===== src/sv/rank_filter_3x3_rgb_core_defines.svh =====
// ---------------------------------------------------------------------------
// Rank filter assertion macros
// Shared concurrent assertion forms used by the rank filter RTL.
// ---------------------------------------------------------------------------
`ifndef RANK_FILTER_3X3_RGB_CORE_DEFINES_SVH
`define RANK_FILTER_3X3_RGB_CORE_DEFINES_SVH

// Antecedent in one cycle implies the consequent in the same cycle.
`define RF3_ASSERT_SAME(name, ante, cons, msg) \
  name: assert property (@(posedge clk) disable iff (rst) (ante) |-> (cons)) else $error(msg);

// Antecedent in one cycle implies the consequent in the next cycle.
`define RF3_ASSERT_NEXT(name, ante, cons, msg) \
  name: assert property (@(posedge clk) disable iff (rst) (ante) |=> (cons)) else $error(msg);

`endif


===== src/sv/rf3_pkg.sv =====
// ---------------------------------------------------------------------------
// Rank filter package
// Widths, mode codes, lane types and small rank helpers shared by the
// rank filter modules.
// ---------------------------------------------------------------------------
`default_nettype none

package rf3_pkg;

  // Window and pixel geometry.
  localparam int WIN_SIZE     = 9;
  localparam int WIN_ROWS     = 3;
  localparam int WIN_COLS     = 3;
  localparam int CHAN_W       = 8;
  localparam int PIX_W        = 24;
  localparam int OUT_CHANNELS = 3;
  localparam int CHANNELS_DEF = 3;

  // Rank mode register codes; the unused code behaves as the median.
  localparam int MODE_W = 2;
  localparam logic [MODE_W-1:0] MODE_MIN = 2'd0;
  localparam logic [MODE_W-1:0] MODE_MAX = 2'd1;
  localparam logic [MODE_W-1:0] MODE_MED = 2'd2;

  typedef logic [CHAN_W-1:0] chan_t;
  typedef chan_t [WIN_SIZE-1:0] win_t;

  // Partial ranks that one lane hands to the merge stage.
  typedef struct packed {
    chan_t mn;
    chan_t mx;
    chan_t lo;
    chan_t mid;
    chan_t hi;
  } rf3_lane_t;

  // Pipeline advance controls.
  typedef struct packed {
    logic adv_a;
    logic adv_b;
    logic adv_out;
  } rf3_ctrl_t;

  function automatic chan_t min2(chan_t a, chan_t b);
    return (a < b) ? a : b;
  endfunction

  function automatic chan_t max2(chan_t a, chan_t b);
    return (a < b) ? b : a;
  endfunction

  function automatic chan_t min3(chan_t a, chan_t b, chan_t c);
    return min2(min2(a, b), c);
  endfunction

  function automatic chan_t max3(chan_t a, chan_t b, chan_t c);
    return max2(max2(a, b), c);
  endfunction

  function automatic chan_t med3(chan_t a, chan_t b, chan_t c);
    return max2(min2(a, b), min2(max2(a, b), c));
  endfunction

endpackage

`default_nettype wire


===== src/sv/rf3_lane.sv =====
// ---------------------------------------------------------------------------
// Rank filter lane
// Ranks one 8-bit channel over a 3x3 window in two registered steps: the
// rows are sorted first, then the row results are reduced to the minimum,
// the maximum and the three median candidates.
// ---------------------------------------------------------------------------
`default_nettype none

module rf3_lane
  import rf3_pkg::*;
(
  input  wire logic      clk,
  input  wire win_t      win,
  input  wire rf3_ctrl_t ctrl,
  output rf3_lane_t      res
);

  chan_t row_min [WIN_ROWS];
  chan_t row_med [WIN_ROWS];
  chan_t row_max [WIN_ROWS];

  // Stage A: sort each window row of three values.
  always_ff @(posedge clk) begin
    if (ctrl.adv_a) begin
      for (int r = 0; r < WIN_ROWS; r++) begin
        row_min[r] <= min3(win[r*WIN_COLS], win[r*WIN_COLS+1], win[r*WIN_COLS+2]);
        row_med[r] <= med3(win[r*WIN_COLS], win[r*WIN_COLS+1], win[r*WIN_COLS+2]);
        row_max[r] <= max3(win[r*WIN_COLS], win[r*WIN_COLS+1], win[r*WIN_COLS+2]);
      end
    end
  end

  // Stage B: extremes of the window and the three median candidates.
  always_ff @(posedge clk) begin
    if (ctrl.adv_b) begin
      res.mn  <= min3(row_min[0], row_min[1], row_min[2]);
      res.mx  <= max3(row_max[0], row_max[1], row_max[2]);
      res.lo  <= max3(row_min[0], row_min[1], row_min[2]);
      res.mid <= med3(row_med[0], row_med[1], row_med[2]);
      res.hi  <= min3(row_max[0], row_max[1], row_max[2]);
    end
  end

endmodule

`default_nettype wire


===== src/sv/rf3_merge.sv =====
// ---------------------------------------------------------------------------
// Rank filter merge stage
// Finishes the median of each lane, picks the rank that the mode selects
// and holds the result pixel in the output register.
// ---------------------------------------------------------------------------
`default_nettype none

module rf3_merge
  import rf3_pkg::*;
#(
  parameter int CHANNELS = CHANNELS_DEF,
  parameter int LANES    = (CHANNELS < OUT_CHANNELS) ? CHANNELS : OUT_CHANNELS
) (
  input  wire logic              clk,
  input  wire logic              rst,
  input  wire rf3_ctrl_t         ctrl,
  input  wire logic              b_valid,
  input  wire logic [MODE_W-1:0] mode,
  input  wire rf3_lane_t         lane_res [LANES],
  output chan_t                  res [OUT_CHANNELS],
  output logic                   res_valid
);

  // Output valid follows the last lane stage whenever the register is free.
  always_ff @(posedge clk) begin
    if (rst) begin
      res_valid <= 1'b0;
    end else if (ctrl.adv_out) begin
      res_valid <= b_valid;
    end
  end

  for (genvar c = 0; c < OUT_CHANNELS; c++) begin : g_chan
    if (c < LANES) begin : g_used
      chan_t pick;

      // Select the requested rank of this channel.
      always_comb begin
        case (mode)
          MODE_MIN: pick = lane_res[c].mn;
          MODE_MAX: pick = lane_res[c].mx;
          MODE_MED: pick = med3(lane_res[c].lo, lane_res[c].mid, lane_res[c].hi);
          default:  pick = med3(lane_res[c].lo, lane_res[c].mid, lane_res[c].hi);
        endcase
      end

      always_ff @(posedge clk) begin
        if (ctrl.adv_out) begin
          res[c] <= pick;
        end
      end
    end else begin : g_unused
      // Channels without a lane read as zero.
      assign res[c] = '0;
    end
  end

endmodule

`default_nettype wire


===== src/sv/rank_filter_3x3_rgb_core.sv =====
// 3x3 RGB rank filter core.
// Input channel: one 3x3 window of packed RGB pixels per transfer on
// in_valid / in_stall; nine 24-bit fields, channel 0 in bits 7:0.
// Output channel: one pixel per window on out_valid / out_stall, each 8-bit
// channel ranked on its own over the nine window values.
// Configuration: rank_mode is written on cfg_valid / cfg_ready (always
// ready); 0 minimum, 1 maximum, 2 or 3 median. Write it only while idle.
// A window passes through three register stages in order: row sort, row
// reduction, rank select. One window is taken per clock while the output
// is not stalled.
// When the receiver stalls, the output pixel holds and the stages behind it
// keep filling until every stage is occupied; only then is in_stall raised.
// Reset (rst, synchronous) empties the pipeline and sets rank_mode to the
// median.
// Channels beyond CHANNELS (when below 3) output zero.
// ---------------------------------------------------------------------------
// Rank filter top level
// Lanes per color channel, pipeline control and the merge stage.
// ---------------------------------------------------------------------------
`default_nettype none
`include "rank_filter_3x3_rgb_core_defines.svh"

module rank_filter_3x3_rgb_core
  import rf3_pkg::*;
#(
  parameter int CHANNELS = CHANNELS_DEF
) (
  input  wire logic              clk,
  input  wire logic              rst,
  // Configuration
  input  wire logic              cfg_valid,
  output logic                   cfg_ready,
  input  wire logic [MODE_W-1:0] rank_mode,
  // Input window
  input  wire logic              in_valid,
  output logic                   in_stall,
  input  wire logic [PIX_W-1:0]  pix_top_left,
  input  wire logic [PIX_W-1:0]  pix_top_mid,
  input  wire logic [PIX_W-1:0]  pix_top_right,
  input  wire logic [PIX_W-1:0]  pix_mid_left,
  input  wire logic [PIX_W-1:0]  pix_center,
  input  wire logic [PIX_W-1:0]  pix_mid_right,
  input  wire logic [PIX_W-1:0]  pix_bot_left,
  input  wire logic [PIX_W-1:0]  pix_bot_mid,
  input  wire logic [PIX_W-1:0]  pix_bot_right,
  // Output pixel
  output logic                   out_valid,
  input  wire logic              out_stall,
  output logic [CHAN_W-1:0]      out_chan0,
  output logic [CHAN_W-1:0]      out_chan1,
  output logic [CHAN_W-1:0]      out_chan2
);

  localparam int LANES = (CHANNELS < OUT_CHANNELS) ? CHANNELS : OUT_CHANNELS;

  logic [MODE_W-1:0] mode;
  logic              vld_a;
  logic              vld_b;
  rf3_ctrl_t         ctrl;
  logic [PIX_W-1:0]  pix [WIN_SIZE];
  rf3_lane_t         lane_res [LANES];
  chan_t             res [OUT_CHANNELS];

  // Mode register; writes are always taken.
  assign cfg_ready = 1'b1;

  always_ff @(posedge clk) begin
    if (rst) begin
      mode <= MODE_MED;
    end else if (cfg_valid) begin
      mode <= rank_mode;
    end
  end

  // A stage advances when it is empty or the stage after it advances.
  always_comb begin
    ctrl.adv_out = !out_valid || !out_stall;
    ctrl.adv_b   = !vld_b || ctrl.adv_out;
    ctrl.adv_a   = !vld_a || ctrl.adv_b;
  end

  assign in_stall = !ctrl.adv_a;

  always_ff @(posedge clk) begin
    if (rst) begin
      vld_a <= 1'b0;
      vld_b <= 1'b0;
    end else begin
      if (ctrl.adv_a) begin
        vld_a <= in_valid;
      end
      if (ctrl.adv_b) begin
        vld_b <= vld_a;
      end
    end
  end

  // Window in raster order.
  assign pix[0] = pix_top_left;
  assign pix[1] = pix_top_mid;
  assign pix[2] = pix_top_right;
  assign pix[3] = pix_mid_left;
  assign pix[4] = pix_center;
  assign pix[5] = pix_mid_right;
  assign pix[6] = pix_bot_left;
  assign pix[7] = pix_bot_mid;
  assign pix[8] = pix_bot_right;

  // One ranking lane per filtered channel.
  for (genvar c = 0; c < LANES; c++) begin : g_lane
    win_t win;

    for (genvar k = 0; k < WIN_SIZE; k++) begin : g_tap
      assign win[k] = pix[k][c*CHAN_W +: CHAN_W];
    end

    rf3_lane u_lane (
      .clk  (clk),
      .win  (win),
      .ctrl (ctrl),
      .res  (lane_res[c])
    );
  end

  // Rank select and output register.
  rf3_merge #(
    .CHANNELS (CHANNELS),
    .LANES    (LANES)
  ) u_merge (
    .clk       (clk),
    .rst       (rst),
    .ctrl      (ctrl),
    .b_valid   (vld_b),
    .mode      (mode),
    .lane_res  (lane_res),
    .res       (res),
    .res_valid (out_valid)
  );

  assign out_chan0 = res[0];
  assign out_chan1 = res[1];
  assign out_chan2 = res[2];

  // The input is only held off while every stage is occupied.
  `RF3_ASSERT_SAME(a_stall_needs_full, in_stall, vld_a && vld_b && out_valid, "stall with free stage")
  // An accepted window always occupies the first stage next.
  `RF3_ASSERT_NEXT(a_accept_fills_a, in_valid && !in_stall, vld_a, "accepted window lost")
  // A finished result moves into a free output register.
  `RF3_ASSERT_NEXT(a_b_to_out, vld_b && !out_valid, out_valid, "result not forwarded")

endmodule

`default_nettype wire

===== config.mk =====
export PLATFORM = sky130hd
export DESIGN_NAME = rank_filter_3x3_rgb_core
export DESIGN_NICKNAME = d
export VERILOG_FILES = /design/src/sv/rf3_pkg.sv /design/src/sv/rf3_lane.sv /design/src/sv/rf3_merge.sv /design/src/sv/rank_filter_3x3_rgb_core.sv
export VERILOG_INCLUDE_DIRS = /design/src /design/src/sv
export SDC_FILE = /design/constraint.sdc
export NUM_CORES = 2
export LEC_CHECK = 0
export BUFFER_PORTS_ARGS = -buffer_cell sky130_fd_sc_hd__buf_4
export CAP_MARGIN = 10
export CORE_MARGIN = 2
export CORE_UTILIZATION = 35
export CTS_CLUSTER_DIAMETER = 150
export DETAILED_ROUTE_END_ITERATION = 10
export MAX_ROUTING_LAYER = met4
export RECOVER_POWER = 100
export SYNTH_ARGS = -nofsm -noshare
export SYNTH_HDL_FRONTEND = slang
export SYNTH_SLANG_ARGS = --single-unit

===== constraint.sdc =====
create_clock -name clk -period 15.9 [get_ports clk]
set_input_delay 0.795 -clock clk [delete_from_list [all_inputs] [get_ports clk]]
set_output_delay 0.795 -clock clk [all_outputs]
set_load 0.01 [all_outputs]

Word-level counts from Yosys, hierarchy flattened
Memory sizes are Yosys's and may differ from the RTL's.
Cells that the tools add are included.

word-level totals
  register bits = 149
  memory bits (writable) = 216
  logic and storage cells = 220
  memories kept = 9

memory list
  memory                    depth  width  rd ports  clocked after Yosys merged registers in  wr ports  RTL line        text
  g_lane[0].u_lane.row_max  3      8      3         0                                        3         rf3_lane.sv:20  chan_t row_max [WIN_ROWS];
  g_lane[0].u_lane.row_med  3      8      3         0                                        3         rf3_lane.sv:19  chan_t row_med [WIN_ROWS];
  g_lane[0].u_lane.row_min  3      8      3         0                                        3         rf3_lane.sv:18  chan_t row_min [WIN_ROWS];
  g_lane[1].u_lane.row_max  3      8      3         0                                        3         rf3_lane.sv:20
  g_lane[1].u_lane.row_med  3      8      3         0                                        3         rf3_lane.sv:19
  g_lane[1].u_lane.row_min  3      8      3         0                                        3         rf3_lane.sv:18
  3 more memories           -      -      -         -                                        -         -

operators by class
  order comparisons = 72
  equality and inequality tests = 1
  muxes and demuxes = 107
  reduce and logical (&&, ||, !) cells = 9

operators with widths
  cell                                                             number
  8-bit two-way mux                                                102
  8-bit less-than comparator                                       72
  8-bit one-hot mux with 2 select lines                            3
  1-bit logical NOT                                                5
  1-bit logical OR                                                 3
  2-bit by 1-bit == test with 1-bit output, second input constant  1
  2-bit logical NOT                                                1
  1-bit two-way mux                                                2

Logic depth before layout (Yosys ltp)
  depth in word-level cells = 7
  depth in mapped cells = 26

Cells and area by module
Synthesis repeated with hierarchy kept, for this count alone.

unflattened totals
  cell total of the unflattened synthesis = 3367
  area, all modules = 34012.6 um^2

by module, submodules not included
  module                           times used  cells each  area an instance (um^2)
  rf3_lane (g_lane[0].u_lane ...)  2           954         9892.0
  rf3_lane (g_lane[1].u_lane)      1           953         9893.2
  rf3_merge                        1           488         4169.0
  rank_filter_3x3_rgb_core         1           18          166.4

Worst setup path before layout
Ideal clock, no wire load.

  path type = input -> output
  start point = input port out_stall
  end point = output port in_stall
  data arrival time = 6.134 ns
  slack = 8.971 ns
  cell stages on the path = 3
  path through = and3_1 > nand2_1 > inv_1

between the ends
  word-level cells in the longest chain between the ends = 5

ends and longest elaborated chain
  item                RTL line                        text
  start: declaration  rank_filter_3x3_rgb_core.sv:48  input wire logic out_stall,
  1-bit logical NOT   rank_filter_3x3_rgb_core.sv:77  ctrl.adv_out = !out_valid || !out_stall;
  1-bit logical OR    rank_filter_3x3_rgb_core.sv:77
  1-bit logical OR    rank_filter_3x3_rgb_core.sv:78  ctrl.adv_b = !vld_b || ctrl.adv_out;
  1-bit logical OR    rank_filter_3x3_rgb_core.sv:79  ctrl.adv_a = !vld_a || ctrl.adv_b;
  1-bit logical NOT   rank_filter_3x3_rgb_core.sv:82  assign in_stall = !ctrl.adv_a;
  end: declaration    rank_filter_3x3_rgb_core.sv:36  output logic in_stall,

Every way passes these cells.

==> results.md <==
- Status: complete, but fails checks
- Failing checks: capacitance limit, slew limit
- Synth-to-Final Area Change: 13.0%
- Die Span Y: 313 µm
- Post-cts resize count: 0
- Post-CTS setup buffer count: 0
- Max incr delay on CP: 5870 ps
- GPL Wtd Cong: 0.907
- Via/cell ratio: 5.20
- Seq cells post-synth: 365
- Die Wd: 313 µm
- Cell Area, Placed: 36600 µm²
- Crit path required time: 15830 ps
- Post-synth EDFFs: 360
- Max VDD drop: 0.000239 V
- First-pass DRT Iterations: 6
- Largest family of logic cells by synthesized area: adder cells
- Synth area leader: edfxtp_1
- Port Buffers: 248
- Pre-CTS setup slack: 9090 ps
- Total number of vias: 25.7k
- CTS tree: built
- Number of global-route vias before repair: 25.4k
- Final ANT Viol Nets: 0
- Critical Path Sink Type: register
- Core area: 94700 µm²
- Sequential element share of the synthesized area: 32.7%
- Syn Inst Count: 3432
- Critical path type: reg2reg
- CP Max Fanout: 150
- R2r setup slk: 6590 ps
- Max cap viols: 19
- Post-Synth Adder-Cell Area: 18.9%
- Mux contribution to synthesized area: 17.2%
- Hold Path Depth: 2
- Total grt overflow: 0
- End of the worst register-to-register path: g_lane[0].u_lane.row_min[0][6]
- Average wire per standard cell: 18.1 µm
- Synth Area per Inst: 9.73 µm²
- CP Launch Type: register
- Placed cells: 4866
- Drc violations: 0
- Rel. slew slack: -461%
- Ys Warns: 0
- Setup TNS: 0 ps
- Final setup vio count: 0
- Primary FF master, synth: edfxtp_1
- Synth cell count leaders: 504 x ha_1, 424 x inv_1, 360 x edfxtp_1, 314 x mux2i_1, 289 x nand2_1
- Clock tree buffer depth: 3
- Async SR Flop Fraction: 0%
- First-pass GRT wire length: 140 mm
- P_leak: 17.8 nW
- Compound-Gate Fraction of Synth Area: 16.3%
- Yosys top cell area share: 32.4%
- Root buf cell: clkbuf_16
- Row cnt: 113
- Synth area leaders: edfxtp_1 32%, ha_1 19%, mux2i_1 9.4%, mux2_2 7.7%, inv_1 4.8%
- Final slew viol count: 632
- PwrDens: 224 nW/µm²
- Clock sinks: 365
- Cell count of the worst reg-to-reg path: 3
- XOR/XNOR Fraction of Synth Area: 0%
- H-tree levels: 2
- Ports: 250
- Max Freq: 0.107 GHz
- Finished Core Util: 39.8%
- Largest net degree at the start of global routing: 151
- Cts hold-fix bufs: 0
- Total CTS buffers: 45
- Routed WL: 89.5 mm
- Gr usage total: 18.5%
- Measured slew at the worst slew-check pin: 8420 ps
- Layout Cells excl Fill: 4950
- Final setup slack of the worst path: 6590 ps
- Max Clock Skew: 34.6 ps
- Initial core utilization: 35.3%
- Critical Path AT: 9230 ps
- Slowest cell on crit path: clkbuf_1
- Synth Net Count: 4159
- Netlist cell types: 76
- Skew-Pair Late Insertion Delay: 570 ps
- Final HPWL DP: 72.6 mm
- Initial antenna violation count: 0
- Clk slew on worst S/H paths: 60 ps
- Fin crit period: 9310 ps
- Hold Crit Class: reg2reg
- Post-Synth Simple-Gate Area: 9.02%
- Final nets: 4376
- Hold Path Origin: vld_a
- Worst r2r src: u_merge.res_valid
- Most numerous cell in the Yosys netlist: ha_1
- Final instance area: 37700 µm²
- Final count of hold timing violations: 0
- Hold Crit Endpoint: vld_b
- Mapped Area: 33400 µm²
- RSZ-0062 raised after global routing: no
- Crit-path cells: and3_1 -> nand2_1 -> clkbuf_1
- Final worst-path cycle share: 58.5%
- Share of cells above drive strength 1: 13.0%
- Full die area: 97900 µm²
- DR iter-0 viols: 1574
[registers in the layout, summed over array words and instances (netlist names)]
register	cells
g_lane.u_lane.res	120
g_lane.u_lane.row_max	72
g_lane.u_lane.row_med	72
g_lane.u_lane.row_min	72
mode	2
u_merge.res	24
u_merge.res_valid	1
vld_a	1
vld_b	1
[area by class of cell]
class | count | area, µm²
multi-input cells | 2549 | 20300
inverters | 424 | 1590
clock inverters | 29 | 385
flip-flops and latches | 365 | 10900
clock buffers | 52 | 1170
fillers | 9478 | 57000
well taps | 1265 | 1580
repair buffers | 264 | 1820
diodes | 2 | 5.00
[where the power goes]
part	switching [W]	leakage [nW]	total [W]	internal [W]
combinational	0.00311	13.2	0.00538	0.00227
sequential	0.000281	3.85	0.00198	0.00169
clock	0.000425	0.732	0.00109	0.000662
total	0.00382	17.8	0.00845	0.00463
[routing by layer]
metal,up-vias,wire [µm],track usage (%)
met3,105,3240,1.87
met1,12115,41800,24.3
met2,416,42600,30.6
met5,-,0,-
li1,13108,-,-
met4,0,1840,4.20
[worst max-delay path by stage]
| stage | cells after the start | slack, ps | startpoint | to |
|---|---|---|---|---|
| after floorplan | 3 | 8970 | out_stall | in_stall |
| after global placement | 21 | 9220 | pix_mid_left[18] | g_lane[2].u_lane.row_med[0][15] |
| after detailed placement | 21 | 9090 | pix_mid_left[18] | g_lane[2].u_lane.row_med[0][15] |
| after CTS | 21 | 9200 | g_lane[1].u_lane.row_med[0][10] | g_lane[1].u_lane.res[9] |
| after global routing | 3 | 5700 | u_merge.res_valid | g_lane[0].u_lane.row_max[0][14] |
| final | 3 | 6590 | u_merge.res_valid | g_lane[0].u_lane.row_min[0][6] |
[cells by family after synthesis]
group | after synthesis
compound gates | 843
fa+ha+maj | 504
buf+inv | 518
flops | 365
mux | 544
other cells | 1
simple gates | 657
[per-stage QoR]
| stage | hold WS, ps | power, W |
|---|---|---|
| after floorplan | 430 | 0.00604 |
| after global placement | 457 | 0.00740 |
| after detailed placement | 493 | 0.00747 |
| after CTS | 447 | 0.00861 |
| after global routing | 469 | 0.00927 |
| final | 479 | 0.00845 |
[critical path, delay by kind of cell (launching register included)]
kind                   cells  cell delay, ps
AND/OR/NAND/NOR            2            2150
buffers and inverters      1            5870
flip-flops                 1             350
[layout by cell type, fill, tap and decap left out, types with 7 or more instances in the layout]
master | netlist | routed
a2111oi_0 | 9 | 9
a211o_1 | 12 | 12
a211oi_1 | 14 | 17
a21boi_0 | 8 | 8
a21o_1 | 90 | 90
a21oi_1 | 211 | 216
a221oi_1 | 29 | 30
a31oi_1 | 15 | 17
a41oi_1 | 10 | 11
and2_1 | 11 | 9
and3_1 | 11 | 11
buf_4 | 3 | 214
bufinv_16 | 0 | 8
clkbuf_1 | 68 | 49
clkbuf_16 | 0 | 46
clkbuf_4 | 0 | 7
clkinvlp_4 | 0 | 8
edfxtp_1 | 360 | 360
ha_1 | 504 | 504
inv_1 | 424 | 423
mux2_1 | 1 | 57
mux2_2 | 229 | 173
mux2i_1 | 314 | 314
nand2_1 | 289 | 289
nand2b_1 | 22 | 22
nand3_1 | 28 | 28
nand4_1 | 29 | 29
nor2_1 | 164 | 164
nor2b_1 | 25 | 25
nor3_1 | 21 | 24
nor3b_1 | 21 | 21
nor4_1 | 11 | 11
o211ai_1 | 20 | 20
o21a_1 | 40 | 40
o21ai_0 | 262 | 289
o22ai_1 | 11 | 11
o31ai_1 | 11 | 13
or3_1 | 7 | 7
(Power assumes the default switching activity.)
